[config.mk]
export PLATFORM = sky130hd
export DESIGN_NAME = smsd_ram
export DESIGN_NICKNAME = d
export VERILOG_FILES = /design/src/rtl/core/smsd_ram.sv
export SDC_FILE = /design/constraint.sdc
export NUM_CORES = 2
export LEC_CHECK = 0
export BUFFER_PORTS_ARGS = -buffer_cell sky130_fd_sc_hd__buf_2
export CORE_MARGIN = 4
export CORE_UTILIZATION = 54
export CTS_CLUSTER_SIZE = 24
export DETAILED_ROUTE_END_ITERATION = 10
export PLACE_DENSITY_LB_ADDON = 0.12
export SYNTH_ARGS = -nofsm -noshare
export SYNTH_HDL_FRONTEND = slang
export SYNTH_SLANG_ARGS = --single-unit
[constraint.sdc]
create_clock -name i_clk -period 3.25 [get_ports i_clk]
set_input_delay 0.65 -clock i_clk [delete_from_list [all_inputs] [get_ports i_clk]]
set_output_delay 0.65 -clock i_clk [all_outputs]
set_load 0.02 [all_outputs]
[src/rtl/core/smsd_ram.sv]
// generic simple dual port ram, one write port, one registered read port
// no dependencies
`timescale 1ns / 1ps

module smsd_ram #(
    parameter int WIDTH = 16,
    parameter int DEPTH = 256
) (
    input  logic                     i_clk,
    input  logic                     i_we,
    input  logic [$clog2(DEPTH)-1:0] i_waddr,
    input  logic [WIDTH-1:0]         i_wdata,
    input  logic [$clog2(DEPTH)-1:0] i_raddr,
    output logic [WIDTH-1:0]         o_rdata
);

    logic [WIDTH-1:0] r_mem [DEPTH];
    logic [WIDTH-1:0] r_rdata;

    always_ff @(posedge i_clk) begin
        if (i_we) begin
            r_mem[i_waddr] <= i_wdata;
        end
        r_rdata <= r_mem[i_raddr];
    end

    assign o_rdata = r_rdata;

endmodule

==> reports/qor.txt <==
sequential share of the synthesized area: 0.777
Clock Pin Slew Worst Setup and Hold Paths: 60 ps
HP Class: in2reg
die area: 0.303 mm2
Yosys reg bits: 4112
number of port buffers: 49
Post-layout nets: 8372
post-CTS setup buffers: 0
FFs w/ async S/R, synth: 0
P&R area growth vs syn: 15.8%
num rows: 198
Pre-antenna DRT Iters: 6
top_reg_cell synth: edfxtp_1
syn_area_per_cell: 21.6 um2
Clk Latency, worst-skew pair: 950 ps
first-pass GRT wire length: 606000 um
largest net degree at the start of global routing: 152
R2R setup slack: 240 ps
commonest cells in the netlist: 4096 x edfxtp_1, 797 x mux4_2, 565 x mux2i_1, 304 x nor2_1, 252 x o221ai_1
Final WS setup: -61.5 ps
via count: 81500
total grt overflow: 0
detailed-route wire length per cell: 34.0 um
Starting Density: 0.544
peak per-stage delay on the critical path: 790 ps
htree depth: 5
count leader, synth: edfxtp_1
CP arrival: 4130 ps
Power Dens Cells: 601 mW/mm2
Yosys cell types: 52
pre-CTS setup slack: -873 ps
GPL Wtd Cong: 0.888
unrepaired setup endpoints after global routing: no
drt total wl: 428000 um
failing checks: setup timing
YS warnings: 0
Pwr Total: 110000 uW
final setup TNS: -61.5 ps
count of boundary I/O pins: 50
Hold Violations, Final: 0
DP HPWL: 265000 um
CTS Root Cell: clkbuf_16
initial antenna violation count: 29
outcome: finished, violations left
EDFF count, synth: 4096
fin crit share: 1.02
vias in the first global route: 80400
area leader, netlist: edfxtp_1
peak supply drop: 457 uV
Placed Instance Area: 0.171 mm2
via/cell ratio: 6.48
Highest Clock Rate: 302 MHz
die height: 550 um
FILL cells: 20000
Clock Path Buffers: 4
Routed Antenna Nets: 0
Worst path slowest cell: o21ai_0
initial drt markers: 11300
Crit. End Element: register
CP max FO: 45
share of cells above drive strength 1: 0.296
slew margin rel.: 0.177
final instance area: 0.184 mm2
Leakage: 0.0596 uW
GR Util All Layers: 0.282
post-synth net total: 7394
# DRC: 0
die span in x: 550 um
Period minus WS final: 3310 ps
MaxCap Viol Count: 0
count of final setup violators: 1
top cells by area, synth: edfxtp_1 77%, mux4_2 11%, mux2i_1 3.6%
Final Max Tran Viols: 0
sequence of cells on the critical path: buf_12, buf_4, buf_12, buf_12, mux2i_1, o221ai_1, o22ai_1, o21ai_0, nand4_1, nor4_1
Syn Std Cell Area: 0.159 mm2
Critical Path RT: 4070 ps
area share of the largest cell type after synthesis: 0.775
startpoint types: input pin
CTS Sinks: 4112
Final Util: 0.630
most frequent cell on the critical path: buf_12
Final Skew: 56.2 ps
Tightest Pin Transition: 1230 ps
crit path kind: in2reg
PostCTS Resize Cnt: 0
total CTS buffers: 413
core footprint: 0.292 mm2
CTS tree: yes
Syn Inst Count: 7360
## stage by stage
step	cells	hold WS (ps)
floorplan	7360	749
CTS	12600	79.2
global route	12600	104
detailed placement	11800	891
finish	12600	143
global placement	11800	892
## final timing paths
kind | from | endpoint | depth (start not counted)
max reg2reg | r_mem[27][14] | o_rdata[14] | 6
min | i_wdata[8] | r_mem[154][8] | 1
max | i_raddr[0] | o_rdata[9] | 10
min reg2reg | r_mem[233][1] | o_rdata[1] | 6
## power by group
group | internal, uW | switching [uW] | leakage (uW)
Clock | 26100 | 19700 | 0.00634
Sequential | 58500 | 100 | 0.0369
Combinational | 2330 | 3800 | 0.0164
Total | 86900 | 23600 | 0.0596
## final cells by class
type / count / area [um2] / area share
antenna: 10 / 25.0 / 0.000136
clock buffer: 506 / 10800 / 0.0589
clock inverter: 243 / 2160 / 0.0118
inverter: 4 / 27.5 / 0.000150
multi-input combinational: 2792 / 33000 / 0.180
sequential: 4112 / 123000 / 0.671
tap: 3900 / 4880 / 0.0266
timing repair buffer: 1015 / 9510 / 0.0517
## worst max-delay path: cells and delay by family
family	cells	cell delay [ps]
buffers and inverters	4	1150
and+or+nand+nor	2	830
muxes	1	140
AOI/OAI and AO/OA	3	1140
## layout by cell type, fill, tap and decap left out, types with 28 or more instances in the layout
cell          n
a21oi_1     175
a221oi_1     28
a22o_1       32
a22oi_1      43
buf_12      145
buf_2        28
buf_4       821
bufinv_16    31
clkbuf_1     84
clkbuf_16   417
clkinv_1    100
clkinv_2     77
edfxtp_1   4096
mux2_2       88
mux2i_1     565
mux4_2      797
nand2_1      38
nor2_1      231
nor2_2       73
nor3_1       89
o21ai_0      37
o221ai_1    252
o22ai_1     148
## per-layer routing
metal  vias to the layer above  share of wire  track usage
li1                      33300              -            -
met1                     43300           0.40        0.422
met2                      4297           0.47        0.431
met3                       640          0.099       0.0534
met4                        16          0.030       0.0803
met5                         -        0.00025            0
## timing repair
item	4_1_cts	5_1_grt
hold endpoints to repair	11	0
hold buffers	2	0
endpoints found under the setup margin	0	0
## kinds of logic after synthesis
group,synth area share
flops,0.777
mux,0.155
simple gates,0.0157
buf+inv,0.0169
compound gates,0.0354
## state kept, by name (all words and copies together) (netlist names)
| signal | flops |
|---|---|
| r_mem | 4096 |
| o_rdata | 16 |
No activity file was read; power rests on OpenSTA's default activity.
