## src/rtl/core/smsd_pkg.sv

```systemverilog
// shared types and constants for the sample mean / deviation block
// no dependencies
`timescale 1ns / 1ps

package smsd_pkg;

    localparam int MAX_SAMPLES = 128;
    localparam int SAMPLE_W    = 16;
    localparam int FRAC_W      = 8;

    localparam int CNT_W  = $clog2(MAX_SAMPLES + 1);
    localparam int SUM_W  = SAMPLE_W + $clog2(MAX_SAMPLES);
    localparam int MEAN_W = SAMPLE_W + FRAC_W + 1;
    localparam int D_W    = SAMPLE_W + FRAC_W + 2;
    localparam int AD_W   = SAMPLE_W + FRAC_W;
    localparam int SQ_W   = 2 * AD_W;
    localparam int VAR_W  = SQ_W;
    localparam int ACC_W  = SQ_W + $clog2(MAX_SAMPLES) + 1;

    localparam int RAM_DEPTH = 2 * MAX_SAMPLES;
    localparam int RAM_AW    = $clog2(RAM_DEPTH);

    localparam int QUEUE_DEPTH = 2;
    localparam int QPTR_W      = $clog2(QUEUE_DEPTH);
    localparam int QCNT_W      = $clog2(QUEUE_DEPTH + 1);

    localparam int OUT_COUNT_W = 8;
    localparam int OUT_SUM_W   = 23;
    localparam int OUT_MEAN_W  = 24;
    localparam int OUT_STD_W   = 24;
    localparam int IN_TDATA_W  = 16;
    localparam int OUT_TDATA_W = 80;

    // one closed set handed from the front to the back
    typedef struct packed {
        logic                    bank;
        logic [CNT_W-1:0]        count;
        logic signed [SUM_W-1:0] sum;
        logic                    dropped;
    } t_desc;

    typedef enum logic [2:0] {
        ST_IDLE,
        ST_MEAN,
        ST_PASS,
        ST_VAR,
        ST_ROOT,
        ST_OUT
    } t_back_state;

endpackage

```

## src/rtl/core/smsd_queue.sv

```systemverilog
// short queue of closed sets between the front and the back
// depends on smsd_pkg
`timescale 1ns / 1ps

module smsd_queue (
    input  logic            i_clk,
    input  logic            i_rst_n,
    input  logic            i_push,
    input  smsd_pkg::t_desc i_desc,
    output logic            o_full,
    input  logic            i_pop,
    output logic            o_valid,
    output smsd_pkg::t_desc o_head
);
    import smsd_pkg::*;

    t_desc             r_mem [QUEUE_DEPTH];
    logic [QPTR_W-1:0] r_wp;
    logic [QPTR_W-1:0] r_rp;
    logic [QCNT_W-1:0] r_cnt;

    logic do_push;
    logic do_pop;

    assign o_full  = r_cnt == QCNT_W'(QUEUE_DEPTH);
    assign o_valid = r_cnt != '0;
    assign o_head  = r_mem[r_rp];
    assign do_push = i_push && !o_full;
    assign do_pop  = i_pop && o_valid;

    always_ff @(posedge i_clk) begin
        if (do_push) begin
            r_mem[r_wp] <= i_desc;
        end
    end

    always_ff @(posedge i_clk) begin
        if (!i_rst_n) begin
            r_wp  <= '0;
            r_rp  <= '0;
            r_cnt <= '0;
        end else begin
            if (do_push) begin
                r_wp <= (r_wp == QPTR_W'(QUEUE_DEPTH - 1)) ? '0 : r_wp + QPTR_W'(1);
            end
            if (do_pop) begin
                r_rp <= (r_rp == QPTR_W'(QUEUE_DEPTH - 1)) ? '0 : r_rp + QPTR_W'(1);
            end
            case ({do_push, do_pop})
                2'b10:   r_cnt <= r_cnt + QCNT_W'(1);
                2'b01:   r_cnt <= r_cnt - QCNT_W'(1);
                default: r_cnt <= r_cnt;
            endcase
        end
    end

endmodule

```

## config.mk

```make
export PLATFORM = sky130hd
export DESIGN_NAME = smsd_queue
export DESIGN_NICKNAME = d
export VERILOG_FILES = /design/src/rtl/core/smsd_pkg.sv /design/src/rtl/core/smsd_queue.sv
export SDC_FILE = /design/constraint.sdc
export NUM_CORES = 1
export LEC_CHECK = 0
export BUFFER_PORTS_ARGS = -buffer_cell sky130_fd_sc_hd__buf_2
export CELL_PAD_IN_SITES_DETAIL_PLACEMENT = 1
export CELL_PAD_IN_SITES_GLOBAL_PLACEMENT = 1
export CORE_UTILIZATION = 46
export DETAILED_ROUTE_END_ITERATION = 6
export PLACE_DENSITY = 0.82
export SYNTH_ARGS = -nofsm -noshare
export SYNTH_HDL_FRONTEND = slang
export SYNTH_SLANG_ARGS = --single-unit
```

## constraint.sdc

```tcl
create_clock -name i_clk -period 3.21 [get_ports i_clk]
set_input_delay 0.642 -clock i_clk [delete_from_list [all_inputs] [get_ports i_clk]]
set_output_delay 0.642 -clock i_clk [all_outputs]
set_load 0.05 [all_outputs]
```

==> summary.md <==
| Metric | Value |
|---|---|
| Combinational power share | `0.371` |
| Std-Cell Rows | `27` |
| H-tree levels | `3` |
| Die Ht | `between 70 and 80 um` |
| WS Path Type | `reg -> out` |
| Critical Path Fanout Max | `21` |
| Post-synth EDFFs | `66` |
| Tmin final | `between 2 and 3 ns` |
| P_int | `around 2000 uW` |
| WL/cell | `~17 um` |
| Layout cells sized above 1 | `0.572` |
| Largest net degree at the start of global routing | `34` |
| Fraction of registers with async set/reset | `0` |
| # setup viols final | `0` |
| Fin. max-slew vios | `0` |
| Synthesized Nets | `approximately 170` |
| Clk root buf | `clkbuf_8` |
| Worst-path cell chain | `buf_12 -> mux2_2 -> buf_2` |
| Slowest CP cell | `dfxtp_1` |
| DRC viols | `0` |
| Number of I/O pins | `approximately 70` |
| Clock insertion delay at the later pin of the skew report | `between 0.3 and 0.4 ns` |
| Max VDD drop | `roughly 0.00048 V` |
| Initial core utilization | `0.477` |
| GRT Overall Usage | `0.180` |
| Crit end category | `primary output` |
| Most frequent cell after synthesis | `edfxtp_1` |
| Fin worst setup slack | `~0.70 ns` |
| Input/output buffers | `71` |
| Synth cell types | `19` |
| Area delta synth->final | `25.8%` |
| RSZ-0062 raised after global routing | `false` |
| Net Sw Frac | `0.382` |
| Clock Sinks | `71` |
| Met3 WL | `~210 um` |
| First-pass GRT wire length | `about 8 mm` |
| Die X | `a little under 80 um` |
| # Post-CTS Setup Buffers | `0` |
| FF-to-FF setup slack | `about 1.3 ns` |
| DR top layer | `met4` |
| Die area | `5980 um2` |
| Antenna-violating nets left | `0` |
| Cell Area, Synth | `around 2600 um2` |
| DP HPWL | `roughly 3.5 mm` |
| Commonest cells in the netlist | `edfxtp_1 (66), mux2_2 (33), dfxtp_1 (5)` |
| Post-synthesis sequential area ratio | `0.797` |
| Status | `completed` |
| Largest area contributor in the netlist | `edfxtp_1` |
| Pre-CTS setup slack | `~1 ns` |
| Setup_tns | `0 ns` |
| Sw power | `roughly 1200 uW` |
| Final period util | `0.783` |
| Worst slew pin tran | `between 0.6 and 0.7 ns` |
| Post-place instance area | `3070 um2` |
| Met2 Routed Length | `about 2.8 mm` |
| Synthesis warning total | `0` |
| CP Launch Type | `flip-flop` |
| Avg Inst Size Synth | `20.2 um2` |
| Clk slew on worst S/H paths | `roughly 0.07 ns` |
| Slew headroom | `0.587` |
| Via count | `roughly 1.4k` |
| Initial DRC Count | `49` |
| Worst path required time | `~2.6 ns` |
| Num CTS Buffers | `9` |
| Final WL | `around 4.9 mm` |
| WL met1 | `1.86 mm` |
| Initial antenna violation count | `0` |
| Area share of the largest cell type after synthesis | `0.759` |
| Ant diodes | `0` |
| Max-Cap Viols | `0` |
| CP peak stage delay | `between 0.7 and 0.8 ns` |
| Max Root-Sink Buffers | `2` |
| Clk pwr share | `0.235` |
| Count of final hold-check violations | `0` |
| Critical Path AT | `1.87 ns` |
| Detailed Routing Iterations Pass 1 | `4` |
| Post-CTS Hold Buffers | `0` |
| Finished Cell Area | `approximately 3300 um2` |
| Mapped Cells | `roughly 130` |
| Vias in the first global route | `around 1.6k` |
| Leak Pwr | `around 0.0012 uW` |
| Pwr dens | `965 nW/um2` |
| Max Clk Rate | `between 300 and 400 MHz` |
| Flip-flop and latch count after synthesis | `71` |
| Grt ovf | `0` |
| Synth top area cells | `edfxtp_1 (76%), mux2_2 (14%), dfxtp_1 (3.8%), xnor2_1 (1.0%), buf_2 (0.57%)` |
| Reg power frac | `0.393` |
| GP Congestion | `~0.72` |
| Vias per inst | `slightly below 5` |
| Main synth FF type | `edfxtp_1` |
| Nets | `248` |
| Hold Crit Class | `reg -> reg` |
| CTS tree | `built` |
| Core ar. | `between 5000 and 6000 um2` |
| Post-CTS sizing | `0` |
| Clock Skew | `about 0.0081 ns` |
placed cells by master, fill, tap and decap left out:
cell type   count
a21boi_1        2
and2_1          1
and3_1          1
buf_12          1
buf_2          71
buf_4           2
bufinv_16       2
clkbuf_1        1
clkbuf_8        9
clkinv_1        2
clkinvlp_4      1
dfxtp_1         5
edfxtp_1       66
ha_1            1
inv_1           2
inv_2           1
inv_6           1
mux2_2         33
nand2_1         1
nand2b_2        1
nor2b_1         2
o21a_1          1
o21ai_0         2
or2_2           1
or3_1           2
xnor2_1         3
power by group through the flow:
| stage | Combinational (uW) | Clock [uW] | Sequential (uW) |
|---|---|---|---|
| 5_1_grt | 1230 | 798 | 1260 |
| 4_1_cts | 1190 | 764 | 1250 |
| 2_1_floorplan | 953 | 0 | 1220 |
| 6_report | 1180 | 747 | 1250 |
| 3_3_place_gp | 1160 | 0 | 1250 |
| 3_5_place_dp | 1190 | 0 | 1270 |
path summary, 6_finish.rpt:
| path | start | end | cells after the start |
|---|---|---|---|
| min reg2reg | r_wp | r_wp | 2 |
| max reg2reg | r_cnt[0] | r_mem[1][14] | 3 |
| min | r_wp | r_wp | 2 |
| max | flip-flop | o_head[32] | 3 |
registers in the layout, indices dropped and copies added, names as in the netlist, named ones only:
name	flops
r_cnt	2
r_rp	1
r_wp	1
r_mem	66
critical path, delay by kind of cell (launching register included):
family | cells | cell delay [ns]
mux | 1 | 0.36
buf+inv | 2 | 0.46
flops | 1 | 0.71
cell families (layout without fill, tap and decap cells):
logic type,Yosys count,after routing,synth area share
buf+inv,7,93,0.0115
mux,33,33,0.142
simple gates,9,9,0.0216
compound gates,5,5,0.0125
xor+xnor,3,3,0.0101
flops,71,71,0.797
fa+ha+maj,1,1,0.00479
per-stage QoR:
step / total power (uW) / hold WS [ns] / util / std cells
2_1_floorplan: 2180 / 0.457 / - / 129
3_3_place_gp: 2410 / 0.467 / 0.562 / 271
3_5_place_dp: 2460 / 0.478 / 0.562 / 271
4_1_cts: 3210 / 0.479 / 0.600 / 287
5_1_grt: 3290 / 0.471 / 0.600 / 287
6_report: 3170 / 0.486 / 0.600 / 287
routing by layer:
layer | track usage | vias to the layer above
li1 | - | 658
met1 | 0.187 | 682
met2 | 0.332 | 41
met3 | 0.0600 | 4
met4 | 0.0736 | 0
met5 | 0 | -
cell type report:
class	instances	area, um2
timing repair buffer	74	390
clock buffer	10	128
fill	522	2190
multi-input combinational	51	499
sequential	71	2080
clock inverter	6	83.8
tap	72	90.1
inverter	3	11.3
Power figures use the tool's default switching activity.
