--- config.mk ---
export PLATFORM = sky130hd
export DESIGN_NAME = smsd_front
export DESIGN_NICKNAME = d
export VERILOG_FILES = /design/src/rtl/core/smsd_pkg.sv /design/src/rtl/core/smsd_front.sv
export SDC_FILE = /design/constraint.sdc
export NUM_CORES = 1
export LEC_CHECK = 0
export BUFFER_PORTS_ARGS = -buffer_cell sky130_fd_sc_hd__clkbuf_2
export CAP_MARGIN = 5
export CORE_UTILIZATION = 50
export CTS_CLUSTER_DIAMETER = 100
export CTS_CLUSTER_SIZE = 8
export DETAILED_ROUTE_END_ITERATION = 6
export PLACE_DENSITY = 0.77
export SYNTH_ARGS = -nofsm -noshare
export SYNTH_HDL_FRONTEND = slang
export SYNTH_SLANG_ARGS = --single-unit
--- constraint.sdc ---
create_clock -name i_clk -period 3.35 [get_ports i_clk]
set_input_delay 0.67 -clock i_clk [delete_from_list [all_inputs] [get_ports i_clk]]
set_output_delay 0.67 -clock i_clk [all_outputs]
set_load 0.005 [all_outputs]
--- src/rtl/core/smsd_pkg.sv ---
// shared types and constants for the sample mean / deviation block
// no dependencies
`timescale 1ns / 1ps

package smsd_pkg;

    localparam int MAX_SAMPLES = 128;
    localparam int SAMPLE_W    = 16;
    localparam int FRAC_W      = 8;

    localparam int CNT_W  = $clog2(MAX_SAMPLES + 1);
    localparam int SUM_W  = SAMPLE_W + $clog2(MAX_SAMPLES);
    localparam int MEAN_W = SAMPLE_W + FRAC_W + 1;
    localparam int D_W    = SAMPLE_W + FRAC_W + 2;
    localparam int AD_W   = SAMPLE_W + FRAC_W;
    localparam int SQ_W   = 2 * AD_W;
    localparam int VAR_W  = SQ_W;
    localparam int ACC_W  = SQ_W + $clog2(MAX_SAMPLES) + 1;

    localparam int RAM_DEPTH = 2 * MAX_SAMPLES;
    localparam int RAM_AW    = $clog2(RAM_DEPTH);

    localparam int QUEUE_DEPTH = 2;
    localparam int QPTR_W      = $clog2(QUEUE_DEPTH);
    localparam int QCNT_W      = $clog2(QUEUE_DEPTH + 1);

    localparam int OUT_COUNT_W = 8;
    localparam int OUT_SUM_W   = 23;
    localparam int OUT_MEAN_W  = 24;
    localparam int OUT_STD_W   = 24;
    localparam int IN_TDATA_W  = 16;
    localparam int OUT_TDATA_W = 80;

    // one closed set handed from the front to the back
    typedef struct packed {
        logic                    bank;
        logic [CNT_W-1:0]        count;
        logic signed [SUM_W-1:0] sum;
        logic                    dropped;
    } t_desc;

    typedef enum logic [2:0] {
        ST_IDLE,
        ST_MEAN,
        ST_PASS,
        ST_VAR,
        ST_ROOT,
        ST_OUT
    } t_back_state;

endpackage

--- src/rtl/core/smsd_front.sv ---
// front end: takes sample words, writes them to the store, keeps count and sum
// depends on smsd_pkg; feeds smsd_queue and smsd_ram
`timescale 1ns / 1ps

module smsd_front (
    input  logic                              i_clk,
    input  logic                              i_rst_n,
    input  logic                              i_tvalid,
    output logic                              o_tready,
    input  logic signed [smsd_pkg::SAMPLE_W-1:0] i_sample,
    input  logic                              i_last,
    input  logic                              i_q_full,
    output logic                              o_push,
    output smsd_pkg::t_desc                   o_desc,
    output logic                              o_ram_we,
    output logic [smsd_pkg::RAM_AW-1:0]       o_ram_waddr,
    output logic [smsd_pkg::SAMPLE_W-1:0]     o_ram_wdata
);
    import smsd_pkg::*;

    logic                    r_bank;
    logic [CNT_W-1:0]        r_count;
    logic signed [SUM_W-1:0] r_sum;
    logic                    r_drop;

    logic                    accept;
    logic                    room;
    logic [CNT_W-1:0]        n_count;
    logic signed [SUM_W-1:0] n_sum;
    logic                    n_drop;

    assign o_tready = !i_q_full;
    assign accept   = i_tvalid && !i_q_full;
    assign room     = r_count < CNT_W'(MAX_SAMPLES);

    always_comb begin
        n_count = r_count;
        n_sum   = r_sum;
        n_drop  = r_drop;
        if (room) begin
            n_count = r_count + CNT_W'(1);
            n_sum   = r_sum + SUM_W'(i_sample);
        end else begin
            n_drop = 1'b1;
        end
    end

    // upper half of the store belongs to bank one
    assign o_ram_we    = accept && room;
    assign o_ram_waddr = RAM_AW'(r_count) + (r_bank ? RAM_AW'(MAX_SAMPLES) : '0);
    assign o_ram_wdata = i_sample;

    assign o_push          = accept && i_last;
    assign o_desc.bank     = r_bank;
    assign o_desc.count    = n_count;
    assign o_desc.sum      = n_sum;
    assign o_desc.dropped  = n_drop;

    always_ff @(posedge i_clk) begin
        if (!i_rst_n) begin
            r_bank  <= 1'b0;
            r_count <= '0;
            r_sum   <= '0;
            r_drop  <= 1'b0;
        end else if (accept) begin
            if (i_last) begin
                r_bank  <= !r_bank;
                r_count <= '0;
                r_sum   <= '0;
                r_drop  <= 1'b0;
            end else begin
                r_count <= n_count;
                r_sum   <= n_sum;
                r_drop  <= n_drop;
            end
        end
    end

endmodule

==> results.sh <==
export IMPL_status="finished clean"
export IMPL_layout_drive_gt1_share_pct=34.20
export IMPL_layoutNonFillerInstCount=534
export IMPL_cts_root_buf="clkbuf_8"
export IMPL_syn_avg_cell_area_sq_um=7.722
export IMPL_path_buf_inv=3
export IMPL_synth_top_family_by_area="compound AO/OA/AOI/OAI gates"
export IMPL_p_per_area_nw_per_um2=313.3
export IMPL_cts_tree="built"
export IMPL_viasPerCell=5.515
export IMPL_met3_usage_pct=3.103
export IMPL_antenna_cells=0
export IMPL_fin_crit_ps=3305
export IMPL_reg2reg_slack_ps=840
export IMPL_yosysSeqAreaShare_pct=22.22
export IMPL_cp_slowest_stage_delay_ps=340
export IMPL_synth_area_sq_um=2973
export IMPL_synth_cells=385
export IMPL_placed_cells=525
export IMPL_core_area_sq_um=5608
export IMPL_tightest_slew_ps=837.7
export IMPL_synthMuxAreaShare_pct=2.231
export IMPL_p_leak_uw=0.001626
export IMPL_critPathSlowestCell="fa_2"
export IMPL_grt_pass1_vias=2729
export IMPL_clockBufferDepth=2
export IMPL_synth_ff_type="dfxtp_1"
export IMPL_synth_edff_count=0
export IMPL_cts_made_buffers=5
export IMPL_die_width_um=79.11
export IMPL_synth_simple_area_share_pct=18.86
export IMPL_area_growth_syn_to_layout_pct=23.91
export IMPL_synthArstFlopShare_pct=0
export IMPL_place_gp_congestion=0.8950
export IMPL_io_buffers=80
export IMPL_rows=27
export IMPL_path_class="in -> out"
export IMPL_synth_compound_area_share_pct=27.27
export IMPL_die_y_um=79.11
export IMPL_grtUsageMet1_pct=30.44
export IMPL_grt_start_max_net_pins=44
export IMPL_crit_arrival_ps=2640
export IMPL_grt_setup_unrepaired="yes"
export IMPL_cp_max_fo=3
export IMPL_fin_area_sq_um=3684
export IMPL_dpl_cell_area_sq_um=3412
export IMPL_setup_viol=0
export IMPL_synth_cell_types=58
export IMPL_vias=2945
export IMPL_drc=0
export IMPL_max_slew_margin_rel_pct=44.12
export IMPL_ys_warn_count=0
export IMPL_worstSetupStartpointType="primary input"
export IMPL_yosys_area_share_adder_pct=10.35
export IMPL_drtIter0Drc=151
export IMPL_clk_pin_slew_ps=80
export IMPL_place_hpwl_mm=5.634
export IMPL_cts_max_level=2
export IMPL_syn_num_nets=430
export IMPL_grt_usage_pct=24.47
export IMPL_timing_hold_ws_ps=490.3
export IMPL_dieArea_sq_um=6258
export IMPL_path_delay_family="compound AO/OA/AOI/OAI gates"
export IMPL_antenna_found_initial=0
export IMPL_fin_skew_ps=5.376
export IMPL_min_path_type="reg -> reg"
export IMPL_grt_pass1_wl_mm=12.19
export IMPL_nets=506
export IMPL_wl_per_cell_um=14.00
export IMPL_met2_usage_pct=42.67
export IMPL_ir_worst_vdd_mv=0.1394
export IMPL_maxCapViolations=0
export IMPL_cts_sinks=33
export IMPL_max_clock_freq_ghz=0.3025
export IMPL_min_period_over_period_pct=98.67
export IMPL_io_pins=81
export IMPL_ant_nets=0
export IMPL_ys_ff_latch=33
export IMPL_crit_required_ps=2680
export IMPL_postRouteWirelength_mm=7.477
export IMPL_fillerInstances=508
export IMPL_grt_overflow_total=0
export IMPL_hold_viol=0
export IMPL_clk_latency_ps=290
export IMPL_initial_core_util_pct=53.01
export IMPL_drt_pass1_iter_count=5
export IMPL_final_max_slew_viol_count=0
export IMPL_endpoint_kind="output pin"
export IMPL_crit_chain="clkbuf_2 -> ha_4 -> fa_2 -> a21o_1 -> a31oi_4 -> nor3_2 -> a211oi_2 -> buf_4 -> a21oi_2 -> mux2i_2 -> xnor2_1 -> buf_2"
export IMPL_grt_busiest_layer="met2"
export IMPL_synthXorXnorAreaFrac_pct=8.249
-- layout by cell type, fill, tap and decap left out, types with 3 or more instances in the layout --
cell / instances
clkbuf_2: 78
nand2_1: 58
o21ai_0: 33
dfxtp_1: 33
buf_4: 32
xnor2_1: 21
ha_1: 19
nor2b_1: 18
a21oi_1: 18
a22oi_1: 12
nor2_1: 11
o21ai_1: 11
inv_1: 8
a21o_1: 8
nand4_1: 5
o21a_1: 5
nand3_1: 5
xor2_1: 5
mux2_2: 5
clkbuf_8: 5
a21oi_2: 4
a21oi_4: 3
o21bai_1: 3
a211oi_2: 3
nand2b_1: 3
nor3_1: 3
-- cell type report --
cell class | instances | area (sq um) | area share (%)
multi-input combinational | 300 | 2136 | 57.98
sequential | 33 | 660.6 | 17.93
timing repair buffer | 113 | 651.9 | 17.70
tap | 72 | 90.09 | 2.446
clock buffer | 5 | 68.82 | 1.868
clock inverter | 3 | 46.29 | 1.257
inverter | 8 | 30.03 | 0.8152
-- per-stage QoR --
stage	total power, uW	util [%]	TNS, ps	worst slack, ps
2_1_floorplan	625.2	-	0	165.7
3_3_place_gp	736.8	60.84	-1024	-207.5
3_5_place_dp	741.9	60.84	-1205	-249.9
4_1_cts	1150	63.77	-53.22	-53.22
5_1_grt	1220	65.69	-202.9	-92.84
6_report	1154	65.69	0	44.65
-- worst min-delay path, delay by kind of cell, from the launching register on --
family / cells / cell delay, ps
AOI/OAI and AO/OA: 1 / 60
and+or+nand+nor: 1 / 50
DFF: 1 / 330
-- cell usage after synthesis, types with 2 or more instances --
master | count | area (sq um)
a211oi_1 | 3 | 22.52
a21o_1 | 8 | 60.06
a21o_2 | 2 | 17.52
a21oi_1 | 23 | 115.1
a21oi_2 | 2 | 17.52
a22oi_1 | 12 | 90.09
a31oi_1 | 3 | 18.77
and2_1 | 2 | 12.51
buf_4 | 25 | 187.7
buf_6 | 4 | 45.04
clkbuf_1 | 13 | 48.80
dfxtp_1 | 33 | 660.6
ha_1 | 23 | 287.8
inv_1 | 8 | 30.03
mux2_2 | 5 | 56.30
nand2_1 | 58 | 217.7
nand2b_1 | 3 | 18.77
nand3_1 | 5 | 25.02
nand4_1 | 5 | 31.28
nor2_1 | 11 | 41.29
nor2b_1 | 18 | 112.6
nor3_1 | 4 | 20.02
o2111a_1 | 2 | 22.52
o211ai_1 | 2 | 15.01
o21a_1 | 5 | 37.54
o21ai_0 | 44 | 220.2
o21bai_1 | 3 | 22.52
o31ai_1 | 2 | 15.01
or3_1 | 2 | 12.51
xnor2_1 | 21 | 183.9
xor2_1 | 7 | 61.31
-- routing by layer --
layer | wire [um] | share of wire, % | vias up
met5 | 0 | 0 | -
met1 | 3435 | 46 | 1355
met3 | 305 | 4.1 | 10
met4 | 108 | 1.4 | 0
met2 | 3627 | 49 | 72
li1 | - | - | 1508
-- worst paths after layout --
| path | startpoint | to | cells past startpoint |
|---|---|---|---|
| hold reg to reg | r_sum[20]$_SDFFE_PN0P_ | r_sum[20]$_SDFFE_PN0P_ | 2 |
| hold / removal | r_sum[20]$_SDFFE_PN0P_ | r_sum[20]$_SDFFE_PN0P_ | 2 |
| setup / recovery | i_sample[0] | o_desc[23] | 12 |
| setup reg to reg | r_sum[0]$_SDFFE_PN0P_ | r_sum[22]$_SDFFE_PN0P_ | 11 |
-- kinds of logic after synthesis --
logic type      Yosys count
simple gates            117
flops                    33
xor+xnor                 28
mux                       6
buf+inv                  52
compound gates          125
fa+ha+maj                24
-- where the power goes --
group / internal [uW] / total, uW / switching, uW
clock network: 223 / 395 / 173
registers: 404 / 415 / 11.1
logic: 163 / 343 / 181
-- sequential cells by signal (all words and copies together) (netlist names) --
signal   cells
r_sum       23
r_count      8
r_bank       1
r_drop       1
-- what timing repair did --
action / CTS / global route
pin swaps: 5 / 8
hold buffers: 0 / 0
resized for setup: 10 / 30
setup endpoints to repair: 8 / 13
setup buffers: 1 / 0
(Power assumes the default switching activity.)
