File: src/rtl/core/smsd_pkg.sv
// shared types and constants for the sample mean / deviation block
// no dependencies
`timescale 1ns / 1ps

package smsd_pkg;

    localparam int MAX_SAMPLES = 128;
    localparam int SAMPLE_W    = 16;
    localparam int FRAC_W      = 8;

    localparam int CNT_W  = $clog2(MAX_SAMPLES + 1);
    localparam int SUM_W  = SAMPLE_W + $clog2(MAX_SAMPLES);
    localparam int MEAN_W = SAMPLE_W + FRAC_W + 1;
    localparam int D_W    = SAMPLE_W + FRAC_W + 2;
    localparam int AD_W   = SAMPLE_W + FRAC_W;
    localparam int SQ_W   = 2 * AD_W;
    localparam int VAR_W  = SQ_W;
    localparam int ACC_W  = SQ_W + $clog2(MAX_SAMPLES) + 1;

    localparam int RAM_DEPTH = 2 * MAX_SAMPLES;
    localparam int RAM_AW    = $clog2(RAM_DEPTH);

    localparam int QUEUE_DEPTH = 2;
    localparam int QPTR_W      = $clog2(QUEUE_DEPTH);
    localparam int QCNT_W      = $clog2(QUEUE_DEPTH + 1);

    localparam int OUT_COUNT_W = 8;
    localparam int OUT_SUM_W   = 23;
    localparam int OUT_MEAN_W  = 24;
    localparam int OUT_STD_W   = 24;
    localparam int IN_TDATA_W  = 16;
    localparam int OUT_TDATA_W = 80;

    // one closed set handed from the front to the back
    typedef struct packed {
        logic                    bank;
        logic [CNT_W-1:0]        count;
        logic signed [SUM_W-1:0] sum;
        logic                    dropped;
    } t_desc;

    typedef enum logic [2:0] {
        ST_IDLE,
        ST_MEAN,
        ST_PASS,
        ST_VAR,
        ST_ROOT,
        ST_OUT
    } t_back_state;

endpackage

File: src/rtl/core/smsd_div.sv
// restoring divider, one quotient bit per cycle, shared by mean and variance
// depends on smsd_pkg
`timescale 1ns / 1ps

module smsd_div (
    input  logic                       i_clk,
    input  logic                       i_rst_n,
    input  logic                       i_start,
    input  logic [smsd_pkg::ACC_W-1:0] i_num,
    input  logic [smsd_pkg::CNT_W-1:0] i_den,
    output logic                       o_done,
    output logic [smsd_pkg::ACC_W-1:0] o_quot
);
    import smsd_pkg::*;

    localparam int STEP_W = $clog2(ACC_W + 1);

    logic [ACC_W-1:0]  r_q;
    logic [CNT_W-1:0]  r_rem;
    logic [CNT_W-1:0]  r_den;
    logic [STEP_W-1:0] r_step;
    logic              r_busy;
    logic              r_done;

    logic [CNT_W:0]    rem_sh;
    logic [CNT_W:0]    rem_sub;
    logic              ge;

    assign rem_sh  = {r_rem, r_q[ACC_W-1]};
    assign ge      = rem_sh >= {1'b0, r_den};
    assign rem_sub = rem_sh - {1'b0, r_den};

    always_ff @(posedge i_clk) begin
        if (i_start) begin
            r_q   <= i_num;
            r_rem <= '0;
            r_den <= i_den;
        end else if (r_busy) begin
            r_q   <= {r_q[ACC_W-2:0], ge};
            r_rem <= ge ? rem_sub[CNT_W-1:0] : rem_sh[CNT_W-1:0];
        end
    end

    always_ff @(posedge i_clk) begin
        if (!i_rst_n) begin
            r_busy <= 1'b0;
            r_done <= 1'b0;
            r_step <= '0;
        end else begin
            r_done <= 1'b0;
            if (i_start) begin
                r_busy <= 1'b1;
                r_step <= STEP_W'(ACC_W);
            end else if (r_busy) begin
                r_step <= r_step - STEP_W'(1);
                if (r_step == STEP_W'(1)) begin
                    r_busy <= 1'b0;
                    r_done <= 1'b1;
                end
            end
        end
    end

    assign o_done = r_done;
    assign o_quot = r_q;

endmodule

File: src/rtl/core/smsd_back.sv
// back end: mean division, squared-difference pass, variance division, root
// depends on smsd_pkg and smsd_div; reads the sample store through smsd_ram
`timescale 1ns / 1ps

module smsd_back (
    input  logic                                  i_clk,
    input  logic                                  i_rst_n,
    input  logic                                  i_q_valid,
    input  smsd_pkg::t_desc                       i_q_head,
    output logic                                  o_pop,
    output logic [smsd_pkg::RAM_AW-1:0]           o_ram_raddr,
    input  logic signed [smsd_pkg::SAMPLE_W-1:0]  i_ram_rdata,
    output logic                                  o_tvalid,
    input  logic                                  i_tready,
    output logic [smsd_pkg::OUT_COUNT_W-1:0]      o_sample_count,
    output logic signed [smsd_pkg::OUT_SUM_W-1:0] o_sample_sum,
    output logic signed [smsd_pkg::OUT_MEAN_W-1:0] o_mean_q8,
    output logic [smsd_pkg::OUT_STD_W-1:0]        o_stddev_q8,
    output logic                                  o_overflowed
);
    import smsd_pkg::*;

    t_back_state r_state;
    t_back_state n_state;

    logic                     r_bank;
    logic [CNT_W-1:0]         r_count;
    logic signed [SUM_W-1:0]  r_sum;
    logic                     r_drop;
    logic signed [MEAN_W-1:0] r_mean;
    logic [CNT_W-1:0]         r_idx;
    logic                     r_v1;
    logic                     r_v2;
    logic                     r_v3;
    logic [AD_W-1:0]          r_ad;
    logic [SQ_W-1:0]          r_sq;
    logic [ACC_W-1:0]         r_acc;
    logic [VAR_W-1:0]         r_rem;
    logic [VAR_W-1:0]         r_root;
    logic [VAR_W-1:0]         r_bit;

    logic               div_start;
    logic [ACC_W-1:0]   div_num;
    logic [CNT_W-1:0]   div_den;
    logic               div_done;
    logic [ACC_W-1:0]   div_quot;

    logic               issue;
    logic               pass_done;
    logic               root_last;
    logic [SUM_W-1:0]   head_mag;
    logic [ACC_W-1:0]   mean_num;
    logic [MEAN_W-1:0]  mean_mag;
    logic signed [D_W-1:0] diff;
    logic [D_W-1:0]     diff_abs;
    logic [VAR_W-1:0]   root_try;
    logic               root_ge;

    // mean numerator: |sum| * 256 + count / 2, rounding half away from zero
    assign head_mag = i_q_head.sum[SUM_W-1] ? SUM_W'(-i_q_head.sum) : SUM_W'(i_q_head.sum);
    assign mean_num = (ACC_W'(head_mag) << FRAC_W) + ACC_W'(i_q_head.count >> 1);
    assign mean_mag = div_quot[MEAN_W-1:0];

    assign issue     = (r_state == ST_PASS) && (r_idx < r_count);
    assign pass_done = (r_state == ST_PASS) && (r_idx == r_count) && !r_v1 && !r_v2 && !r_v3;
    assign root_last = r_bit[0];

    assign diff     = (D_W'(i_ram_rdata) <<< FRAC_W) - D_W'(r_mean);
    assign diff_abs = diff[D_W-1] ? D_W'(-diff) : D_W'(diff);

    assign root_try = r_root + r_bit;
    assign root_ge  = r_rem >= root_try;

    smsd_div u_div (
        .i_clk   (i_clk),
        .i_rst_n (i_rst_n),
        .i_start (div_start),
        .i_num   (div_num),
        .i_den   (div_den),
        .o_done  (div_done),
        .o_quot  (div_quot)
    );

    always_comb begin
        n_state = r_state;
        unique case (r_state)
            ST_IDLE: if (i_q_valid) n_state = ST_MEAN;
            ST_MEAN: if (div_done) n_state = ST_PASS;
            ST_PASS: if (pass_done) n_state = ST_VAR;
            ST_VAR:  if (div_done) n_state = ST_ROOT;
            ST_ROOT: if (root_last) n_state = ST_OUT;
            ST_OUT:  if (i_tready) n_state = ST_IDLE;
            default: n_state = ST_IDLE;
        endcase
    end

    always_comb begin
        div_start = 1'b0;
        div_num   = r_acc;
        div_den   = r_count;
        o_pop     = 1'b0;
        o_tvalid  = 1'b0;
        unique case (r_state)
            ST_IDLE: begin
                div_start = i_q_valid;
                div_num   = mean_num;
                div_den   = i_q_head.count;
            end
            ST_PASS: begin
                div_start = pass_done;
                o_pop     = pass_done;
            end
            ST_OUT:  o_tvalid = 1'b1;
            default: begin
                div_start = 1'b0;
            end
        endcase
    end

    assign o_ram_raddr = RAM_AW'(r_idx) + (r_bank ? RAM_AW'(MAX_SAMPLES) : '0);

    always_ff @(posedge i_clk) begin
        if (!i_rst_n) begin
            r_state <= ST_IDLE;
            r_v1    <= 1'b0;
            r_v2    <= 1'b0;
            r_v3    <= 1'b0;
        end else begin
            r_state <= n_state;
            r_v1    <= issue;
            r_v2    <= r_v1;
            r_v3    <= r_v2;
        end
    end

    always_ff @(posedge i_clk) begin
        if (r_state == ST_IDLE && i_q_valid) begin
            r_bank  <= i_q_head.bank;
            r_count <= i_q_head.count;
            r_sum   <= i_q_head.sum;
            r_drop  <= i_q_head.dropped;
            r_idx   <= '0;
            r_acc   <= '0;
        end
        if (r_state == ST_MEAN && div_done) begin
            r_mean <= r_sum[SUM_W-1] ? MEAN_W'(-$signed(mean_mag)) : $signed(mean_mag);
        end
        if (issue) begin
            r_idx <= r_idx + CNT_W'(1);
        end
        if (r_v1) begin
            r_ad <= diff_abs[AD_W-1:0];
        end
        if (r_v2) begin
            r_sq <= r_ad * r_ad;
        end
        if (r_v3) begin
            r_acc <= r_acc + ACC_W'(r_sq);
        end
        if (r_state == ST_VAR && div_done) begin
            r_rem  <= div_quot[VAR_W-1:0];
            r_root <= '0;
            r_bit  <= VAR_W'(1) << (VAR_W - 2);
        end
        if (r_state == ST_ROOT) begin
            if (root_ge) begin
                r_rem  <= r_rem - root_try;
                r_root <= (r_root >> 1) + r_bit;
            end else begin
                r_root <= r_root >> 1;
            end
            r_bit <= r_bit >> 2;
        end
    end

    assign o_sample_count = OUT_COUNT_W'(r_count);
    assign o_sample_sum   = OUT_SUM_W'(r_sum);
    assign o_mean_q8      = OUT_MEAN_W'(r_mean);
    assign o_stddev_q8    = OUT_STD_W'(r_root);
    assign o_overflowed   = r_drop;

endmodule

File: config.mk
export PLATFORM = sky130hd
export DESIGN_NAME = smsd_back
export DESIGN_NICKNAME = d
export VERILOG_FILES = /design/src/rtl/core/smsd_pkg.sv /design/src/rtl/core/smsd_div.sv /design/src/rtl/core/smsd_back.sv
export SDC_FILE = /design/constraint.sdc
export NUM_CORES = 2
export LEC_CHECK = 0
export BUFFER_PORTS_ARGS = -buffer_cell sky130_fd_sc_hd__buf_2
export CAP_MARGIN = 20
export CORE_MARGIN = 1.5
export CORE_UTILIZATION = 60
export DETAILED_ROUTE_END_ITERATION = 8
export GPL_TIMING_DRIVEN = 0
export PLACE_DENSITY = 0.83
export REMOVE_ABC_BUFFERS = 1
export SLEW_MARGIN = 20
export SYNTH_ARGS = -nofsm -noshare
export SYNTH_HDL_FRONTEND = slang
export SYNTH_SLANG_ARGS = --single-unit
File: constraint.sdc
create_clock -name i_clk -period 10.41 [get_ports i_clk]
set_clock_uncertainty 0.15 [all_clocks]
set_input_delay 0 -clock i_clk [delete_from_list [all_inputs] [get_ports i_clk]]
set_output_delay 0 -clock i_clk [all_outputs]
set_load 0.05 [all_outputs]
==> out/qor.txt <==
Status -> finished clean
Critical Path RT -> 10.56 ns
Worst VDD drop -> 132 µV
Final #Nets -> 5494
Vias -> 33200
Filler cells -> 5423
Post-detailed-placement half-perimeter wirelength -> 81500 µm
Synthesized area -> 43000 µm²
Kind of critical path -> flop to flop
Max cap viols -> 0
Register share of total power -> 45.4%
Post-route DRC -> 0
# hold bufs at CTS -> 40
Final WL -> 105000 µm
Power density over the cells -> 92.0 nW/µm²
Routed vias/inst -> 5.89
Largest net degree at the start of global routing -> 59
Sw Share -> 28.1%
Vias in the first global route -> 33700
Startpoint Class -> flop
Post-CTS setup buffers -> 0
Synth Register Bits -> 399
Post-synth ARST share -> 0%
Iteration-0 DRC count of the detailed router -> 2952
Overall Global Routing Usage -> 28.9%
Die area -> 73300 µm²
Fin crit share -> 81.7%
Starting Density -> 61.0%
Final hold vios -> 0
Chip Width -> 271 µm
Synth Area per Inst -> 9.31 µm²
Clock power frac -> 37.7%
Total CTS buffers -> 41
P_sw -> 1.19 mW
Worst hold path class -> input pin to flop
Boundary Pins -> 143
Yosys cell types -> 88
Comb power frac -> 16.8%
Cells after Synth -> 4620
Final slew viol count -> 0
Max_slew headroom -> 20.4%
Clk buf depth -> 3
Cell area after layout -> 46200 µm²
Post-route insts no fill -> 5631
Setup crit end kind -> flop
GPL Wtd Cong -> 0.952
Worst-Skew Late Latency -> 0.57 ns
Critical Path AT -> 8.66 ns
Crit path time final -> 8.50 ns
Standard-cell rows -> 97
Post_cts resized -> 0
Setup TNS -> 0 ns
Antenna violations before repair -> 8
RSZ-0062 raised after global routing -> no
Area grow syn2layout -> 7.37%
CTS tree -> yes
DR pass1 iterations -> 6
Worst-path clk slew -> 0.06 ns
Worst-path maximum fanout -> 24
Cells after DPL -> 5509
Detail Route Antenna Nets -> 0
Global-route wire length before repair -> 172000 µm
Pint -> 3.06 mW
Worst-Margin Slew -> 1.19 ns
Main synth FF type -> edfxtp_1
WL per Instance -> 18.7 µm
Root buffer cell -> clkbuf_16
Fmax -> 0.118 GHz
Placement Cell Area -> 44300 µm²
Clock sink total -> 399
Leakage power -> 21.5 nW
Share of cells above drive strength 1 -> 6.57%
Endpoints failing setup -> 0
Gr ovfl total -> 0
Core Region -> 70500 µm²
H-tree Lvls -> 2
Synth warnings -> 0
Sequential area share after synthesis -> 26.2%
EDFF count, synth -> 328
Die Span Y -> 271 µm
Port buffer count -> 142
[layout by cell type, fill, tap and decap left out, types with 12 or more instances in the layout]
cell type	n
a31oi_1	78
nand3_1	72
o21a_1	18
a21o_1	99
buf_2	143
clkbuf_16	43
dfxtp_1	68
nand2b_1	31
nor4_1	19
o31ai_1	33
a21oi_1	256
and3_1	36
nor3_1	38
mux2i_1	50
o21bai_1	34
a21boi_0	20
dlygate4sd3_1	40
nand2_1	474
nor2b_1	45
a211oi_1	31
inv_1	660
fa_1	424
or3_1	31
o21ai_0	207
xor2_1	151
nand4_1	32
nor2_1	240
or2_2	12
and2_1	200
ha_1	361
edfxtp_1	328
xnor2_1	171
[power by group through the flow]
stage          registers (mW)  logic, mW  clock network [mW]
2_1_floorplan            1.96      0.473                   0
3_3_place_gp             1.96      0.653                   0
3_5_place_dp             1.96      0.681                   0
4_1_cts                  1.93      0.703                1.61
5_1_grt                  1.94      0.784                1.67
6_report                 1.93      0.715                1.60
[metal layers]
metal  routed length (µm)  track usage (%)  up-vias
met5                   56                0        -
met4                 3540             10.0        8
li1                     -                -    15500
met1                43900             38.8    16100
met3                 8250             3.72      205
met2                49700             48.3     1337
[cell type report]
class,count,area [µm²],share of cell area [%]
tap,940,1180,2.55
clock buffer,50,1140,2.48
antenna,3,7.51,0.0163
inverter,662,2480,5.38
sequential,399,11300,24.4
multi-input combinational,3343,28300,61.3
clock inverter,25,299,0.647
timing repair buffer,209,1500,3.24
[critical path, cell delays in order (launching register included)]
cell      delay (ns)
edfxtp_1        1.13
nand2_1         0.30
fa_1            0.62
inv_1           0.07
fa_1            0.54
inv_1           0.06
fa_1            0.49
fa_1            0.54
inv_1           0.07
fa_1            0.48
fa_1            0.49
inv_1           0.05
fa_1            0.47
inv_1           0.04
ha_1            0.34
a21oi_1         0.16
o21ai_0         0.16
or3_1           0.40
a32oi_1         0.29
a21oi_1         0.19
or3_1           0.45
a31oi_1         0.42
o31ai_1         0.18
xor2_1          0.17
[path summary, 6_finish.rpt]
check,startpoint,end,slack [ns],cells after the start
worst max-delay path,r_ad[17],r_sq[44],1.91,23
worst min-delay path,i_q_head[27],o_sample_count[3],0.007,2
worst max register to register,r_ad[17],r_sq[44],1.91,23
worst min register to register,u_div.r_step[1],u_div.r_step[1],0.35,2
[registers in the layout, summed over array words and instances, names as in the netlist, 3 cells and up]
name and count:
r_idx 8, o_sample_count 8, u_div.r_rem 8, r_acc 56
r_mean 25, u_div.r_den 8, u_div.o_quot 56, r_root 48
r_bit 24, r_sq 47, u_div.r_step 6, o_sample_sum 23
r_ad 24, r_rem 48, r_state 3
[through the flow]
step,util (%),power [mW],hold WS (ns),setup slack (ns)
5_1_grt,65.5,4.40,0.0328,1.66
3_3_place_gp,62.2,2.61,0.0270,1.36
2_1_floorplan,-,2.43,-0.0511,3.18
4_1_cts,65.4,4.24,0.000405,1.92
6_report,65.5,4.25,0.00724,1.91
3_5_place_dp,62.8,2.64,0.0283,1.92
[logic make-up after synthesis]
kind of cell,count (synthesis),share of synthesized area [%]
AO/OA/AOI/OAI,889,12.9
XOR/XNOR,322,6.56
adder cells (fa/ha/maj),785,30.2
buffers and inverters,878,8.15
flip-flops,399,26.2
multiplexers,60,1.43
AND/OR/NAND/NOR,1287,14.5
[cells in the mapped netlist, drive strengths merged, types with 70 or more instances]
cell	count	area share (%)
a21o	100	1.7
a21oi	257	3.0
a31oi	79	1.2
and2	200	2.9
buf	70	1.1
clkbuf	146	1.3
dfxtp	71	3.3
edfxtp	328	23
fa	424	20
ha	361	10
inv	662	5.8
nand2	477	4.2
nand3	72	0.84
nor2	242	2.1
o21ai	218	2.5
xnor2	171	3.5
xor2	151	3.1
(Power assumes the default switching activity.)
